File: config.mk
export PLATFORM = sky130hd
export DESIGN_NAME = m3f_median_sort
export DESIGN_NICKNAME = d
export VERILOG_FILES = /design/src/design/m3f_pkg.sv /design/src/design/m3f_median_sort.sv
export SDC_FILE = /design/constraint.sdc
export NUM_CORES = 1
export LEC_CHECK = 0
export BUFFER_PORTS_ARGS = -buffer_cell sky130_fd_sc_hd__buf_2
export CAP_MARGIN = 20
export CELL_PAD_IN_SITES_DETAIL_PLACEMENT = 1
export CELL_PAD_IN_SITES_GLOBAL_PLACEMENT = 1
export CORE_ASPECT_RATIO = 0.8
export CORE_MARGIN = 4
export CORE_UTILIZATION = 45
export DETAILED_ROUTE_END_ITERATION = 16
export GPL_TIMING_DRIVEN = 0
export MAX_ROUTING_LAYER = met4
export PLACE_DENSITY_LB_ADDON = 0.1
export SLEW_MARGIN = 10
export SYNTH_ARGS = -nofsm -noshare
export SYNTH_HDL_FRONTEND = slang
export SYNTH_SLANG_ARGS = --single-unit
File: constraint.sdc
create_clock -name clk -period 5.15 [get_ports clk]
set_input_delay 0.7725 -clock clk [delete_from_list [all_inputs] [get_ports clk]]
set_output_delay 0.7725 -clock clk [all_outputs]
set_load 0.01 [all_outputs]
File: src/design/m3f_pkg.sv
// shared types and constants for the 3x3 median filter
// no dependencies; used via m3f_pkg:: names by the sorter and top level
package m3f_pkg;

  localparam int FW_BITS       = 12;
  localparam int FH_BITS       = 16;
  localparam int CFG_DATA_BITS = 16;

  // configuration register indexes
  localparam logic [0:0] REG_FRAME_WIDTH  = 1'b0;
  localparam logic [0:0] REG_FRAME_HEIGHT = 1'b1;

  // median-of-nine exchange network, one row per pipeline layer
  localparam int MED_LAYERS = 7;
  localparam int MED_PAIRS  = 3;
  localparam int MED_CENTER = 4;

  localparam logic [3:0] MED_LO [MED_LAYERS][MED_PAIRS] = '{
    '{4'd1, 4'd4, 4'd7},
    '{4'd0, 4'd3, 4'd6},
    '{4'd1, 4'd4, 4'd7},
    '{4'd0, 4'd5, 4'd4},
    '{4'd3, 4'd1, 4'd2},
    '{4'd4, 4'd4, 4'd6},
    '{4'd4, 4'd0, 4'd0}
  };

  localparam logic [3:0] MED_HI [MED_LAYERS][MED_PAIRS] = '{
    '{4'd2, 4'd5, 4'd8},
    '{4'd1, 4'd4, 4'd7},
    '{4'd2, 4'd5, 4'd8},
    '{4'd3, 4'd8, 4'd7},
    '{4'd6, 4'd4, 4'd5},
    '{4'd7, 4'd2, 4'd4},
    '{4'd2, 4'd0, 4'd0}
  };

  localparam logic [1:0] MED_NPAIR [MED_LAYERS] = '{
    2'd3, 2'd3, 2'd3, 2'd3, 2'd3, 2'd3, 2'd1
  };

  // per-result control that rides along the sorting pipeline
  typedef struct packed {
    logic border;
    logic last;
  } m3f_ctl_t;

endpackage

File: src/design/m3f_median_sort.sv
// pipelined median-of-nine exchange network, one register per layer
// depends on m3f_pkg for the network table and the control struct
module m3f_median_sort #(
  parameter int PIXEL_BITS = 8
) (
  input  logic                          clk,
  input  logic                          rst,
  input  logic                          en,
  input  logic                          in_valid,
  input  m3f_pkg::m3f_ctl_t             in_ctl,
  input  logic [8:0][PIXEL_BITS-1:0]    win_in,
  output logic                          out_valid,
  output logic [PIXEL_BITS-1:0]         out_pixel,
  output logic                          out_last
);

  localparam int NL = m3f_pkg::MED_LAYERS;

  logic [8:0][PIXEL_BITS-1:0] stg [1:NL];
  logic [PIXEL_BITS-1:0]      ctr [1:NL];
  m3f_pkg::m3f_ctl_t          ctl [1:NL];
  logic [NL:1]                vld;

  function automatic logic [8:0][PIXEL_BITS-1:0] net_layer(
    input logic [8:0][PIXEL_BITS-1:0] din,
    input int                         lay
  );
    logic [8:0][PIXEL_BITS-1:0] d;
    logic [PIXEL_BITS-1:0]      a;
    logic [PIXEL_BITS-1:0]      b;
    d = din;
    for (int k = 0; k < m3f_pkg::MED_PAIRS; k++) begin
      if (k < int'(m3f_pkg::MED_NPAIR[lay])) begin
        a = d[m3f_pkg::MED_LO[lay][k]];
        b = d[m3f_pkg::MED_HI[lay][k]];
        if (a > b) begin
          d[m3f_pkg::MED_LO[lay][k]] = b;
          d[m3f_pkg::MED_HI[lay][k]] = a;
        end
      end
    end
    return d;
  endfunction

  always_ff @(posedge clk) begin
    if (en) begin
      stg[1] <= net_layer(win_in, 0);
      ctr[1] <= win_in[m3f_pkg::MED_CENTER];
      ctl[1] <= in_ctl;
      for (int l = 1; l < NL; l++) begin
        stg[l+1] <= net_layer(stg[l], l);
        ctr[l+1] <= ctr[l];
        ctl[l+1] <= ctl[l];
      end
    end
  end

  always_ff @(posedge clk) begin
    if (rst) begin
      vld <= '0;
    end else if (en) begin
      vld <= {vld[NL-1:1], in_valid};
    end
  end

  assign out_valid = vld[NL];
  assign out_pixel = ctl[NL].border ? ctr[NL] : stg[NL][m3f_pkg::MED_CENTER];
  assign out_last  = ctl[NL].last;

endmodule

==> metrics.log, run 1 <==
[metrics] instance count after placement with tap cells included: 1884
[metrics] Post-Syn Area: 19100 um^2
[metrics] top post-synthesis cells by count: 398 x sky130_fd_sc_hd__edfxtp_1, 215 x sky130_fd_sc_hd__mux2_2, 154 x sky130_fd_sc_hd__inv_1
[metrics] # DRC: 0
[metrics] total routed wirelength: 37.3 mm
[metrics] sum of routed wire segments on met1: around 18 mm
[metrics] Lkg Pwr: 8.66 nW
[metrics] NetSw: about 3 mW
[metrics] final critical path time including I/O delays and setup: 4760 ps
[metrics] worst slew slack as a fraction of its limit: 0.594
[metrics] routed via count: 9993
[metrics] Seq/Total Area, Yosys: 0.634
[metrics] maximum fanout along the worst path: 10
[metrics] hold depth: 1
[metrics] Hold WC Path Type: in2reg
[metrics] TritonCTS Sinks: 405
[metrics] vertical extent of the die: 192 um
[metrics] arrival time at the worst endpoint: 5030 ps
[metrics] hold path startpoint: win_in[27]
[metrics] vias in the first global route: 10700
[metrics] share of layout cells above drive strength 1: 0.299
[metrics] Final #Nets: 1616
[metrics] detailed route wirelength on metal3: 1.40 mm
[metrics] clock tree from TritonCTS: done
[metrics] timing-limited maximum frequency: around 210 MHz
[metrics] area overhead of the layout relative to synthesis: 14.5%
[metrics] H-Tree Level Count: 2
[metrics] global placer's final weighted congestion: 0.827
[metrics] DRC marker count from the first detailed-route iteration: 535
[metrics] dominant register cell in the synthesized netlist: sky130_fd_sc_hd__edfxtp_1
[metrics] Core Area: 41800 um^2
[metrics] switching fraction of total power: 0.281
[metrics] Avg Vias per Cell: 5.07
[metrics] crit share post-route: 0.924
[metrics] outcome: complete, no violations
[metrics] internal portion of total power: 7.52 mW
[metrics] overall global routing resource usage: 0.173
[metrics] slew of the pin with the lowest slew margin: between 600 and 700 ps
[metrics] max_cap viols: 0
[metrics] most frequently used cell type in the post-synthesis netlist: sky130_fd_sc_hd__edfxtp_1
[metrics] maximum resistive drop on vdd: 0.249 mV
[metrics] Comb power frac: 0.266
[metrics] Inserted Clock Buffers: 43
[metrics] floorplan die width: 238 um
[metrics] Root Driver: sky130_fd_sc_hd__clkbuf_16
[metrics] mean post-synth cell area: 15.4 um^2
[metrics] number of endpoints with negative hold slack in the final report: 0
[metrics] setup-violating endpoint count in the final report: 0
[metrics] total power: 10.5 mW
[metrics] Synth top area share: 0.627
[metrics] Warnings, synthesis: 0
[metrics] series of cell instances along the critical path: inv_1 > ha_1 > nor2b_1 > o211ai_1 > a21oi_2 > o22ai_4 > buf_4 > mux2i_4 > inv_1 > ha_1 > a21oi_1 > o21a_1 > nand3_1 > o211ai_4 > buf_8 > mux2i_1 > ha_1 > nor2b_1 > o211ai_1 > a21oi_1 > o22ai_2 > buf_6 > nor3b_1 > a211oi_1
[metrics] number of search-and-repair iterations in the first detailed-routing pass: 4
[metrics] minimum hold slack: 399 ps
[metrics] Synth area leaders: sky130_fd_sc_hd__edfxtp_1 63%, sky130_fd_sc_hd__mux2_2 13%, sky130_fd_sc_hd__ha_1 10%
[metrics] initial antenna violation count: 1
[metrics] Post-synth EDFFs: 398
[metrics] Routed met2 length: 17.1 mm
[metrics] fin cells: 1972
[metrics] ys async rst share: 0
[metrics] count of unique library cells instantiated by Yosys: 35
[metrics] Hold EP: stg[0][99]$_DFFE_PP_
[metrics] synthesized net count: 1471
[metrics] most repeated library cell on the critical path: sky130_fd_sc_hd__ha_1
[metrics] count of port buffers added during placement: 87
[metrics] portion of total power attributed to the clock network: 0.289
[metrics] summed area of non-filler cells in the final layout: 21800 um^2
[metrics] Setup Crit Path Kind: reg2reg
[metrics] total number of placement rows: 67
[metrics] r2r endpoint: stg[0][470]$_DFFE_PP_
[metrics] Worst Path Required: 5420 ps
[metrics] final routed wire length divided by cell count: 18.9 um
[metrics] placed wire-length estimate after detailed placement: about 28 mm
[metrics] cell with the largest stage delay on the worst path: sky130_fd_sc_hd__edfxtp_1
[metrics] antenna fix cells: 0
[metrics] standard cell area after detailed placement: 20300 um^2
[metrics] clock network latency to the later pin of the worst-skew pair: 550 ps
[metrics] effective utilization at floorplan: 0.456
[metrics] power density cells: 479 nW/um^2
[metrics] largest stage delay on the critical path: ~430 ps
[metrics] die area: 45700 um^2
[metrics] nature of the critical path startpoint: register
[metrics] overflow left after global routing: 0
[metrics] first-pass GRT wire length: 59.6 mm
[metrics] #FFs+latches synth: 405
[metrics] filler cell count in the final layout: approximately 4000
[metrics] Reg2Reg Launch Point: stg[0][417]$_DFFE_PP_
[metrics] Worst Clk Skew: 17.4 ps
[metrics] remaining antenna violation count after routing: 0
[metrics] total count of max-transition violations in the final report: 0
[metrics] maximum clock insertion buffer count: 3
[metrics] r2r worst-path depth: 24
[metrics] Post-Synthesis Cells: 1241
[metrics] setup repair after global routing missed its margin: true
[metrics] CP endpoint kind: register
[metrics] part of the total power dissipated in sequential elements: 0.445
[metrics] largest area contributor in the netlist: sky130_fd_sc_hd__edfxtp_1
[metrics] clock-pin slew of the registers on the worst-case setup and hold paths: 70 ps
[metrics] setup slack of the worst register-to-register path: a little under 400 ps
[metrics] pin count of the biggest net entering global routing: 118
[metrics] number of primary I/O pins: a little under 90
[metrics] top metal layer carrying routed signals: met4
==> through the flow <==
| stage | TNS [ps] | utilization | worst slack, ps |
|---|---|---|---|
| after floorplan | 0 | - | 757 |
| after global placement | -973520 | 0.483 | -2790 |
| after detailed placement | -943 | 0.485 | -191 |
| after CTS | 0 | 0.519 | 63.8 |
| after global routing | -59.1 | 0.522 | -35.0 |
| final | 0 | 0.522 | 390 |
==> state kept, by name (all words and copies together) (netlist names) <==
signal and cells:
ctl 14, ctr 56, vld 7, stg 328
==> area by class of cell <==
class,count,area [um^2],share of cell area
sequential,405,12100,0.554
multi-input combinational,665,6300,0.289
clock buffer,52,1110,0.0508
tap,552,691,0.0316
timing repair buffer,100,627,0.0287
inverter,154,578,0.0265
clock inverter,27,263,0.0120
buffer,17,170,0.00780
==> power groups by stage <==
stage                     Clock, mW  Combinational (mW)  Sequential [mW]
after floorplan                   0                1.94             4.55
after global placement            0                2.53             4.74
after detailed placement          0                2.62             4.73
after CTS                      3.13                2.67             4.66
after global routing           3.29                3.12             4.71
final                          3.03                2.78             4.65
==> cells in the final DEF, fill, tap and decap left out, types with 3 or more instances in the layout <==
cell type,instances
sky130_fd_sc_hd__clkbuf_16,43
sky130_fd_sc_hd__dfxtp_1,7
sky130_fd_sc_hd__nand2_1,27
sky130_fd_sc_hd__buf_6,13
sky130_fd_sc_hd__a21oi_2,3
sky130_fd_sc_hd__edfxtp_1,398
sky130_fd_sc_hd__clkbuf_1,11
sky130_fd_sc_hd__ha_1,152
sky130_fd_sc_hd__o21ai_2,7
sky130_fd_sc_hd__mux2_2,215
sky130_fd_sc_hd__o21ai_0,32
sky130_fd_sc_hd__buf_4,8
sky130_fd_sc_hd__o21a_1,4
sky130_fd_sc_hd__nand4_1,38
sky130_fd_sc_hd__clkinv_1,12
sky130_fd_sc_hd__nor2b_1,19
sky130_fd_sc_hd__nand2b_1,13
sky130_fd_sc_hd__a31oi_1,3
sky130_fd_sc_hd__mux2i_1,31
sky130_fd_sc_hd__clkinv_2,5
sky130_fd_sc_hd__a21oi_1,35
sky130_fd_sc_hd__buf_16,4
sky130_fd_sc_hd__nor3b_1,6
sky130_fd_sc_hd__nor3_1,3
sky130_fd_sc_hd__inv_1,154
sky130_fd_sc_hd__bufinv_16,5
sky130_fd_sc_hd__o211ai_1,6
sky130_fd_sc_hd__a211oi_2,4
sky130_fd_sc_hd__nor2_1,19
sky130_fd_sc_hd__buf_2,87
sky130_fd_sc_hd__inv_6,4
sky130_fd_sc_hd__o21ai_1,3
sky130_fd_sc_hd__a211oi_1,18
sky130_fd_sc_hd__nor2_2,13
==> worst max-delay path by stage <==
stage / from / to / slack, ps / depth (start not counted)
2_1_floorplan: stg[0][393]$_DFFE_PP_ / stg[0][469]$_DFFE_PP_ / 760 / 22
3_3_place_gp: en / vld[7]$_SDFFE_PP0P_ / -2790 / 4
3_5_place_dp: stg[0][393]$_DFFE_PP_ / stg[0][470]$_DFFE_PP_ / -190 / 21
4_1_cts: stg[0][393]$_DFFE_PP_ / stg[0][470]$_DFFE_PP_ / 60 / 23
5_1_grt: stg[0][417]$_DFFE_PP_ / stg[0][470]$_DFFE_PP_ / -30 / 24
6_report: stg[0][417]$_DFFE_PP_ / stg[0][470]$_DFFE_PP_ / 390 / 24
==> metal layers <==
layer,track usage,vias to the layer above
met5,-,-
met4,0.0431,0
met2,0.267,121
met3,0.0256,53
li1,-,4968
met1,0.243,4851
==> cells by family (layout without fill, tap and decap cells) <==
| family | after synthesis | count (layout) | share of synthesized area |
|---|---|---|---|
| adder cells (fa/ha/maj) | 152 | 152 | 0.0998 |
| flip-flops | 405 | 405 | 0.634 |
| buffers and inverters | 171 | 350 | 0.0378 |
| AND/OR/NAND/NOR | 142 | 142 | 0.0408 |
| multiplexers | 251 | 251 | 0.146 |
| AO/OA/AOI/OAI | 120 | 120 | 0.0412 |
==> what timing repair did <==
action	in CTS	in global routing
setup endpoints to repair	8	8
hold buffers	0	0
setup buffers	2	7
cloned	0	0
resized for setup	5	20
pin swaps	1	3
==> critical path: cells and delay by family (launching register included) <==
| kind | cells | cell delay, ps |
|---|---|---|
| muxes | 2 | 450 |
| buffers and inverters | 5 | 690 |
| and+or+nand+nor | 4 | 600 |
| adders and majority gates | 3 | 820 |
| AOI/OAI and AO/OA | 10 | 1470 |
| DFF | 1 | 430 |
(Power assumes the default switching activity.)
==> inputs of run 2 (changes only) <==
- clock period: 5.15 -> 4.5 ns (I/O delays scaled with it)
==> metrics.log, run 2 (synthesis results as in run 1) <==
[metrics] Hold EP: stg[0][99]$_DFFE_PP_
[metrics] total routed wirelength: 38.2 mm
[metrics] TritonCTS Sinks: between 400 and 500
[metrics] total number of placement rows: 67
[metrics] r2r endpoint: stg[0][471]$_DFFE_PP_
[metrics] standard cell area after detailed placement: 20300 um^2
[metrics] Hold WC Path Type: in2reg
[metrics] summed area of non-filler cells in the final layout: 22200 um^2
[metrics] Final #Nets: about 1600
[metrics] outcome: finished with violations
[metrics] clock network latency to the later pin of the worst-skew pair: 540 ps
[metrics] CP endpoint kind: register
[metrics] r2r worst-path depth: 23
[metrics] hold depth: 1
[metrics] Setup Crit Path Kind: reg2reg
[metrics] final routed wire length divided by cell count: 19.2 um
[metrics] setup-violating endpoint count in the final report: 8
[metrics] Worst Path Required: 4790 ps
[metrics] maximum resistive drop on vdd: 0.285 mV
[metrics] fin cells: 1991
[metrics] area overhead of the layout relative to synthesis: 16.7%
[metrics] # DRC: 0
[metrics] floorplan die width: between 200 and 250 um
[metrics] pin count of the biggest net entering global routing: 118
[metrics] max_cap viols: 0
[metrics] Lkg Pwr: approximately 9 nW
[metrics] number of primary I/O pins: 88
[metrics] Inserted Clock Buffers: 43
[metrics] initial antenna violation count: 1
[metrics] worst slew slack as a fraction of its limit: 0.590
[metrics] total power: ~12 mW
[metrics] count of port buffers added during placement: 87
[metrics] total count of max-transition violations in the final report: 0
[metrics] final critical path time including I/O delays and setup: 4650 ps
[metrics] remaining antenna violation count after routing: 0
[metrics] maximum fanout along the worst path: 5
[metrics] setup slack of the worst register-to-register path: -150 ps
[metrics] hold path startpoint: win_in[27]
[metrics] failing checks: setup timing
[metrics] setup_tns: -936 ps
[metrics] Avg Vias per Cell: just over 5
[metrics] overall global routing resource usage: 0.175
[metrics] arrival time at the worst endpoint: ~5000 ps
[metrics] first-pass GRT wire length: 60.6 mm
[metrics] power density cells: 561 nW/um^2
[metrics] antenna fix cells: 0
[metrics] effective utilization at floorplan: 0.456
[metrics] Worst Clk Skew: between 15 and 20 ps
[metrics] most common cell after layout, fill and taps aside: sky130_fd_sc_hd__edfxtp_1
[metrics] DRC marker count from the first detailed-route iteration: slightly below 600
[metrics] die area: approximately 46000 um^2
[metrics] post-placement worst setup slack: -841 ps
[metrics] Reg2Reg Launch Point: stg[0][397]$_DFFE_PP_
[metrics] Core Area: approximately 42000 um^2
[metrics] instance count after placement with tap cells included: 1884
[metrics] filler cell count in the final layout: 3997
[metrics] H-Tree Level Count: 2
[metrics] largest register by flop count: stg
[metrics] global placer's final weighted congestion: 0.827
[metrics] placed wire-length estimate after detailed placement: roughly 28 mm
[metrics] most frequent cells in the layout: 398 x sky130_fd_sc_hd__edfxtp_1, 215 x sky130_fd_sc_hd__mux2_2, 150 x sky130_fd_sc_hd__inv_1, 148 x sky130_fd_sc_hd__ha_1, 86 x sky130_fd_sc_hd__buf_2
[metrics] timing-limited maximum frequency: ~210 MHz
[metrics] Root Driver: sky130_fd_sc_hd__clkbuf_16
[metrics] share of layout cells above drive strength 1: 0.331
[metrics] setup repair after global routing missed its margin: true
[metrics] vertical extent of the die: 192 um
[metrics] hold-fix buffer count after cts: 0
[metrics] crit share post-route: 1.03
[metrics] clock tree from TritonCTS: done
[metrics] number of search-and-repair iterations in the first detailed-routing pass: 4
[metrics] max reg flops: 328
[metrics] minimum setup slack in the final design: -153 ps
[metrics] nature of the critical path startpoint: register
[metrics] registers with the most flip-flops: stg x328, ctr x56, ctl x14
[metrics] routed via count: slightly above 10000
[metrics] maximum clock insertion buffer count: 3
[metrics] vias in the first global route: 10900
[metrics] Final Core Density: 0.532
[metrics] overflow left after global routing: 0
[metrics] minimum hold slack: 303 ps
[metrics] slew of the pin with the lowest slew margin: 614 ps
[metrics] number of endpoints with negative hold slack in the final report: 0
[metrics] clock-pin slew of the registers on the worst-case setup and hold paths: 60 ps
==> run 2: changes by cell type in the layout (fill, tap and decap cells not counted), moves of 5 or more <==
cell	delta
sky130_fd_sc_hd__nor3b_4	+5
sky130_fd_sc_hd__buf_4	+17
sky130_fd_sc_hd__mux2i_4	+6
sky130_fd_sc_hd__a211oi_1	-6
sky130_fd_sc_hd__nor3b_1	-6
sky130_fd_sc_hd__a211oi_2	+6
==> run 2: final cells by class <==
| type | instances | area, um^2 | share of cell area |
|---|---|---|---|
| multi-input cells | 665 | 6550 | 0.295 |
| plain buffers | 17 | 173 | 0.00776 |
| inverters | 154 | 578 | 0.0260 |
| clock buffers | 52 | 1110 | 0.0499 |
| well taps | 552 | 691 | 0.0311 |
| repair buffers | 119 | 781 | 0.0351 |
| flip-flops and latches | 405 | 12100 | 0.544 |
| clock inverters | 27 | 263 | 0.0118 |
==> run 2: power by group <==
part	leakage, nW	internal, mW	switching, mW	total, mW
Sequential	3.95	4.97	0.371	5.34
Combinational	4.19	1.90	1.78	3.68
Clock	0.668	2.05	1.41	3.46
Total	8.81	8.91	3.57	12.5
==> run 2: timing repair <==
| item | 4_1_cts | 5_1_grt |
|---|---|---|
| gates resized for setup | 61 | 9 |
| endpoints found under the setup margin | 8 | 8 |
| cloned | 1 | 0 |
| setup buffers | 18 | 10 |
| pin swaps | 18 | 14 |
==> run 2: worst max-delay path by stage <==
stage                                      from                    end  slack, ps  cells past startpoint
after floorplan           stg[0][393]$_DFFE_PP_  stg[0][469]$_DFFE_PP_        110                     22
after global placement                       en    vld[7]$_SDFFE_PP0P_      -3340                      4
after detailed placement  stg[0][393]$_DFFE_PP_  stg[0][470]$_DFFE_PP_       -840                     21
after CTS                 stg[0][417]$_DFFE_PP_  stg[0][464]$_DFFE_PP_        -40                     24
after global routing      stg[0][398]$_DFFE_PP_  stg[0][470]$_DFFE_PP_       -380                     23
final                     stg[0][397]$_DFFE_PP_  stg[0][471]$_DFFE_PP_       -150                     23
==> run 2: per-layer routing <==
metal / track usage / part of all wire / vias to the layer above
li1: - / - / 5003
met1: 0.245 / 0.48 / 4924
met2: 0.272 / 0.47 / 126
met3: 0.0273 / 0.038 / 55
met4: 0.0437 / 0.020 / 0
met5: - / 0 / -
==> run 2: critical path, stage by stage, from the launching register on <==
cell and delay [ps]:
sky130_fd_sc_hd__edfxtp_1 410, sky130_fd_sc_hd__ha_1 350, sky130_fd_sc_hd__a211oi_2 240, sky130_fd_sc_hd__o21bai_2 130, sky130_fd_sc_hd__o22ai_4 170, sky130_fd_sc_hd__buf_8 190
sky130_fd_sc_hd__mux2i_4 280, sky130_fd_sc_hd__inv_2 80, sky130_fd_sc_hd__ha_4 220, sky130_fd_sc_hd__nor2b_4 120, sky130_fd_sc_hd__o211ai_1 230, sky130_fd_sc_hd__nand3_2 140
sky130_fd_sc_hd__o211ai_4 120, sky130_fd_sc_hd__buf_6 160, sky130_fd_sc_hd__buf_4 110, sky130_fd_sc_hd__mux2i_1 230, sky130_fd_sc_hd__ha_1 280, sky130_fd_sc_hd__a21oi_1 160
sky130_fd_sc_hd__o21ai_1 100, sky130_fd_sc_hd__o22ai_2 190, sky130_fd_sc_hd__buf_6 150, sky130_fd_sc_hd__buf_4 110, sky130_fd_sc_hd__nor3b_4 180, sky130_fd_sc_hd__a211oi_1 70
